`src/rtl/tlik_pkg.sv`:
```
// Package for the two-link inverse kinematics block: payload types, command
// and status structs, fixed-point widths, angle constants and the arctangent table.
// No dependencies.
`default_nettype none
package tlik_pkg;

  localparam int ANGLE_FRACTION_BITS = 13;
  localparam int CORDIC_ITERATIONS   = 16;

  localparam int CW        = 28;  // CORDIC x/y width
  localparam int ZW        = 36;  // Q2.30 angle accumulator width
  localparam int SQ_W      = 50;  // square-root operand width
  localparam int DV_W      = 40;  // divider operand width
  localparam int QW        = 24;  // quotient bits
  localparam int CV_W      = 26;  // signed Q1.24 cosine width
  localparam int NW        = 34;  // cosine numerator width
  localparam int OUT_SHIFT = 30 - ANGLE_FRACTION_BITS;

  localparam logic signed [ZW-1:0] PI_Q30      = 36'sd3373259426;
  localparam logic signed [ZW-1:0] HALF_PI_Q30 = 36'sd1686629713;
  localparam logic signed [CV_W-1:0] COS_ONE   = 26'sd16777216;

  typedef struct packed {
    logic signed [15:0] target_x;
    logic signed [15:0] target_y;
  } in_t;

  typedef struct packed {
    logic signed [15:0] shoulder_angle;
    logic signed [15:0] elbow_angle;
    logic               reachable;
  } out_t;

  typedef enum logic [3:0] {
    OP_NONE,
    OP_LOAD,
    OP_SQUARE,
    OP_CHECK,
    OP_SQRT_B,
    OP_DEN,
    OP_DIV,
    OP_CSQ,
    OP_SQRT_C,
    OP_ACOS,
    OP_BASE,
    OP_FINISH
  } op_e;

  typedef struct packed {
    op_e  op;
    logic elbow;
  } cmd_t;

  typedef struct packed {
    logic busy;
    logic reach_ok;
    logic out_free;
  } stat_t;

  function automatic logic [31:0] atan_tab(input logic [4:0] idx);
    logic [31:0] v;
    case (idx)
      5'd0:  v = 32'h3243F6A8;
      5'd1:  v = 32'h1DAC6705;
      5'd2:  v = 32'h0FADBAFC;
      5'd3:  v = 32'h07F56EA6;
      5'd4:  v = 32'h03FEAB76;
      5'd5:  v = 32'h01FFD55B;
      5'd6:  v = 32'h00FFFAAA;
      5'd7:  v = 32'h007FFF55;
      5'd8:  v = 32'h003FFFEA;
      5'd9:  v = 32'h001FFFFD;
      5'd10: v = 32'h000FFFFF;
      5'd11: v = 32'h0007FFFF;
      5'd12: v = 32'h0003FFFF;
      5'd13: v = 32'h0001FFFF;
      5'd14: v = 32'h0000FFFF;
      5'd15: v = 32'h00007FFF;
      5'd16: v = 32'h00003FFF;
      5'd17: v = 32'h00001FFF;
      5'd18: v = 32'h00000FFF;
      5'd19: v = 32'h000007FF;
      5'd20: v = 32'h000003FF;
      5'd21: v = 32'h000001FF;
      5'd22: v = 32'h000000FF;
      5'd23: v = 32'h0000007F;
      5'd24: v = 32'h0000003F;
      5'd25: v = 32'h0000001F;
      5'd26: v = 32'h0000000F;
      5'd27: v = 32'h00000008;
      5'd28: v = 32'h00000004;
      5'd29: v = 32'h00000002;
      5'd30: v = 32'h00000001;
      default: v = 32'h00000000;
    endcase
    return v;
  endfunction

endpackage
`default_nettype wire

```
`src/rtl/tlik_ctrl.sv`:
```
// Controller: sequences the datapath steps for one target and handles the input
// handshake. Depends on tlik_pkg.
`default_nettype none
module tlik_ctrl (
  input  wire logic            clk_i,
  input  wire logic            rst_ni,
  input  wire logic            in_valid_i,
  output logic                 in_stall_o,
  input  wire tlik_pkg::stat_t stat_i,
  output tlik_pkg::cmd_t       cmd_o
);
  import tlik_pkg::*;

  typedef enum logic [11:0] {
    ST_IDLE   = 12'b000000000001,
    ST_SQUARE = 12'b000000000010,
    ST_CHECK  = 12'b000000000100,
    ST_DECIDE = 12'b000000001000,
    ST_SQRT_B = 12'b000000010000,
    ST_DEN    = 12'b000000100000,
    ST_DIV    = 12'b000001000000,
    ST_CSQ    = 12'b000010000000,
    ST_SQRT_C = 12'b000100000000,
    ST_ACOS   = 12'b001000000000,
    ST_BASE   = 12'b010000000000,
    ST_FINISH = 12'b100000000000
  } state_e;

  state_e state_q, state_d;
  logic   launched_q, launched_d;
  logic   elbow_q, elbow_d;

  always_comb begin
    state_d     = state_q;
    launched_d  = launched_q;
    elbow_d     = elbow_q;
    cmd_o.op    = OP_NONE;
    cmd_o.elbow = elbow_q;
    in_stall_o  = 1'b1;
    case (state_q)
      ST_IDLE: begin
        in_stall_o = 1'b0;
        if (in_valid_i) begin
          cmd_o.op = OP_LOAD;
          state_d  = ST_SQUARE;
        end
      end
      ST_SQUARE: begin
        cmd_o.op = OP_SQUARE;
        state_d  = ST_CHECK;
      end
      ST_CHECK: begin
        cmd_o.op = OP_CHECK;
        state_d  = ST_DECIDE;
      end
      ST_DECIDE: begin
        elbow_d = 1'b0;
        state_d = stat_i.reach_ok ? ST_SQRT_B : ST_FINISH;
      end
      ST_SQRT_B: begin
        if (!launched_q) begin
          cmd_o.op   = OP_SQRT_B;
          launched_d = 1'b1;
        end else if (!stat_i.busy) begin
          launched_d = 1'b0;
          state_d    = ST_DEN;
        end
      end
      ST_DEN: begin
        cmd_o.op = OP_DEN;
        state_d  = ST_DIV;
      end
      ST_DIV: begin
        if (!launched_q) begin
          cmd_o.op   = OP_DIV;
          launched_d = 1'b1;
        end else if (!stat_i.busy) begin
          launched_d = 1'b0;
          state_d    = ST_CSQ;
        end
      end
      ST_CSQ: begin
        cmd_o.op = OP_CSQ;
        state_d  = ST_SQRT_C;
      end
      ST_SQRT_C: begin
        if (!launched_q) begin
          cmd_o.op   = OP_SQRT_C;
          launched_d = 1'b1;
        end else if (!stat_i.busy) begin
          launched_d = 1'b0;
          state_d    = ST_ACOS;
        end
      end
      ST_ACOS: begin
        if (!launched_q) begin
          cmd_o.op   = OP_ACOS;
          launched_d = 1'b1;
        end else if (!stat_i.busy) begin
          launched_d = 1'b0;
          if (elbow_q) begin
            state_d = ST_BASE;
          end else begin
            elbow_d = 1'b1;
            state_d = ST_DEN;
          end
        end
      end
      ST_BASE: begin
        if (!launched_q) begin
          cmd_o.op   = OP_BASE;
          launched_d = 1'b1;
        end else if (!stat_i.busy) begin
          launched_d = 1'b0;
          state_d    = ST_FINISH;
        end
      end
      ST_FINISH: begin
        if (stat_i.out_free) begin
          cmd_o.op = OP_FINISH;
          state_d  = ST_IDLE;
        end
      end
      default: begin
        state_d    = ST_IDLE;
        launched_d = 1'b0;
      end
    endcase
  end

  always_ff @(posedge clk_i or negedge rst_ni) begin
    if (!rst_ni) begin
      state_q    <= ST_IDLE;
      launched_q <= 1'b0;
      elbow_q    <= 1'b0;
    end else begin
      state_q    <= state_d;
      launched_q <= launched_d;
      elbow_q    <= elbow_d;
    end
  end

endmodule
`default_nettype wire

```
`config.mk`:
```
export PLATFORM = sky130hd
export DESIGN_NAME = tlik_ctrl
export DESIGN_NICKNAME = d
export VERILOG_FILES = /design/src/rtl/tlik_pkg.sv /design/src/rtl/tlik_ctrl.sv
export SDC_FILE = /design/constraint.sdc
export NUM_CORES = 1
export LEC_CHECK = 0
export BUFFER_PORTS_ARGS = -buffer_cell sky130_fd_sc_hd__buf_4
export CELL_PAD_IN_SITES_DETAIL_PLACEMENT = 0
export CELL_PAD_IN_SITES_GLOBAL_PLACEMENT = 2
export CORE_ASPECT_RATIO = 0.8
export CORE_UTILIZATION = 31
export DETAILED_ROUTE_END_ITERATION = 10
export GPL_ROUTABILITY_DRIVEN = 0
export GPL_TIMING_DRIVEN = 0
export HOLD_SLACK_MARGIN = 0.02
export PLACE_DENSITY = 0.69
export SYNTH_ARGS = -nofsm -noshare
export SYNTH_HDL_FRONTEND = slang
export SYNTH_SLANG_ARGS = --single-unit
```
`constraint.sdc`:
```
create_clock -name clk_i -period 2.1 [get_ports clk_i]
set_input_delay 0.42 -clock clk_i [delete_from_list [all_inputs] [get_ports clk_i]]
set_output_delay 0.42 -clock clk_i [all_outputs]
set_load 0.1 [all_outputs]
```
==> run metrics <==
Post-route DRC=0; Setup TNS=-3.77 ns; total gr overflow=0; critical path arrival=2.22 ns; fin crit share=126%; CTS Buffer Depth=2; clk root buf=clkbuf_8; core area=0.00285 mm2; via count=950; Nets=149; antenna fix cells=0; I/O pin count=12; Mapped Area=956 um2; cell with the most instances after synthesis=nor2_1; TritonCTS clock tree=yes; initial antenna violation count=0; failing checks=setup timing; initial core utilization=33.5%; Cell variety after synth=48; Startpoint Class=flip-flop; GRT Total Usage=18.8%; IO Port Bufs=11; number of CTS-inserted buffers=3; setup ws final=-0.539 ns; vias per cell=5.28; leakage=0.713 nW; Slew Limit Headroom=58.0%; antenna viol nets, final=0; die area=0.00331 mm2; f_max=0.379 GHz; Total Wirelength=2870 um; FF+latch count, synth=14; Seq/Total Area, Yosys=36.8%; P&R area growth vs syn=67.1%; WP data required=1.68 ns; synth cell count leaders=14 x nor2_1, 13 x dfrtp_1, 7 x inv_1; clock skew=0.00366 ns; max-slew violations=0; CP Max Fanout=4; Yosys warning count=0; pin count of the biggest net entering global routing=15; post-synth top area cell=dfrtp_1; die width=64.1 um; Clock transition at path regs=0.06 ns; peak supply drop=1.11 mV; CTS Sinks=14; Crit Path Class=reg -> out; ys flop type=dfrtp_1; initial drt markers=26; Hold WC Path Type=in -> async; setup violators final=12; clock latency on the worst-skew pair=0.25 ns; H-tree depth=1; RSZ-0062 raised after global routing=true; first-pass GRT wire length=4530 um; Overall Power=2.08 mW; syn_area_per_cell=9.46 um2; vias in the first global route=913; layout cells sized above 1=56.3%; Post-Layout Cell Count=180; dominant cells by area after synthesis=dfrtp_1 34%, nor2_1 5.5%, nor3b_4 3.9%; share of the synthesized area in the top cell type=34.0%; # rows=17; Hold WS=0.00668 ns; die height=51.7 um; hpwl dp=1880 um; Least-Margin Pin Slew=0.624 ns; power per cell area=1300 mW/mm2; placed cell count=150; syn nets=107; min Tclk post-route=2.64 ns; Synth Instances=101; First-pass DRT Iterations=4; DR WL/cell=16.0 um; Post-synth EDFFs=0; max-cap check violation count=0; outcome=complete, but fails checks; fraction of registers with async set or reset after synthesis=100%; fin util=56.1%; crit end category=primary output; Fin. Hold Viols=0
report_power, final:
part / leakage [nW] / switching (mW) / internal [mW]
Sequential: 0.183 / 0.0523 / 0.311
Combinational: 0.501 / 0.725 / 0.719
Clock: 0.0288 / 0.105 / 0.166
Total: 0.713 / 0.883 / 1.20
sequential cells by signal, indices dropped and copies added (netlist names):
signal and count:
elbow_q 1, state_q 12, launched_q 1
cells by family (layout without fill, tap and decap cells):
| family | Yosys count | count (layout) | synth area share, % |
|---|---|---|---|
| mux | 2 | 2 | 2.62 |
| xor+xnor | 4 | 4 | 3.67 |
| buf+inv | 12 | 53 | 5.89 |
| simple gates | 48 | 48 | 32.5 |
| compound gates | 21 | 21 | 18.6 |
| flops | 14 | 14 | 36.8 |
routing by layer:
layer	vias up	track usage, %	part of all wire (%)
met5	-	0	0
met4	0	5.68	1.6
met3	4	3.51	4.1
met2	23	28.7	44
met1	470	26.9	50
li1	453	-	-
path summary, 6_finish.rpt:
path                                   startpoint                 endpoint  slack [ns]  cells after the start
setup / recovery           state_q[1]$_DFFE_PN0P_                 cmd_o[2]       -0.54                      6
hold / removal                             rst_ni   state_q[6]$_DFFE_PN0P_       0.007                      1
setup reg to reg           state_q[1]$_DFFE_PN0P_  state_q[10]$_DFFE_PN0P_       -0.31                      8
hold reg to reg               elbow_q$_DFFE_PN0P_      elbow_q$_DFFE_PN0P_        0.53                      2
max in group asynchronous                  rst_ni   state_q[0]$_DFFE_PN1P_        1.85                      1
min in group clk_i                     in_valid_i   state_q[0]$_DFFE_PN1P_        0.32                      2
metrics by stage:
stage	setup WS, ns	area, um2
finish	-0.539	1600
global route	-0.608	1600
CTS	-0.531	1480
detailed placement	-0.574	1190
global placement	-0.544	1190
floorplan	-0.481	1060
cells in the final DEF (no fill, tap or decap), drive strengths merged, types with 2 or more instances in the layout:
| cell | instances |
|---|---|
| nor2 | 14 |
| and3 | 3 |
| o2111ai | 2 |
| a21oi | 2 |
| clkbuf | 4 |
| inv | 7 |
| or4 | 2 |
| xnor2 | 3 |
| nor3b | 3 |
| nand2 | 4 |
| nand3 | 5 |
| nor4 | 5 |
| dfrtp | 13 |
| buf | 42 |
| o21ai | 4 |
| nand3b | 2 |
critical path, stage by stage, from the launching register on:
cell       delay [ns]
dfrtp_2          0.43
or4_4            0.55
buf_6            0.14
nor3b_4          0.22
a31oi_1          0.16
o2111ai_4        0.24
buf_12           0.21
repair_timing:
action / in CTS / in global routing
pin swaps: 11 / 10
setup endpoints to repair: 12 / 15
resized for setup: 21 / 17
hold buffers: 0 / 0
setup buffers: 21 / 11
area by class of cell:
type	instances	area [um2]
plain buffers	2	22.5
inverters	7	26.3
fillers	260	1250
well taps	38	47.5
repair buffers	40	385
clock buffers	4	55.1
flip-flops and latches	14	358
multi-input cells	75	703
Power figures use the tool's default switching activity.
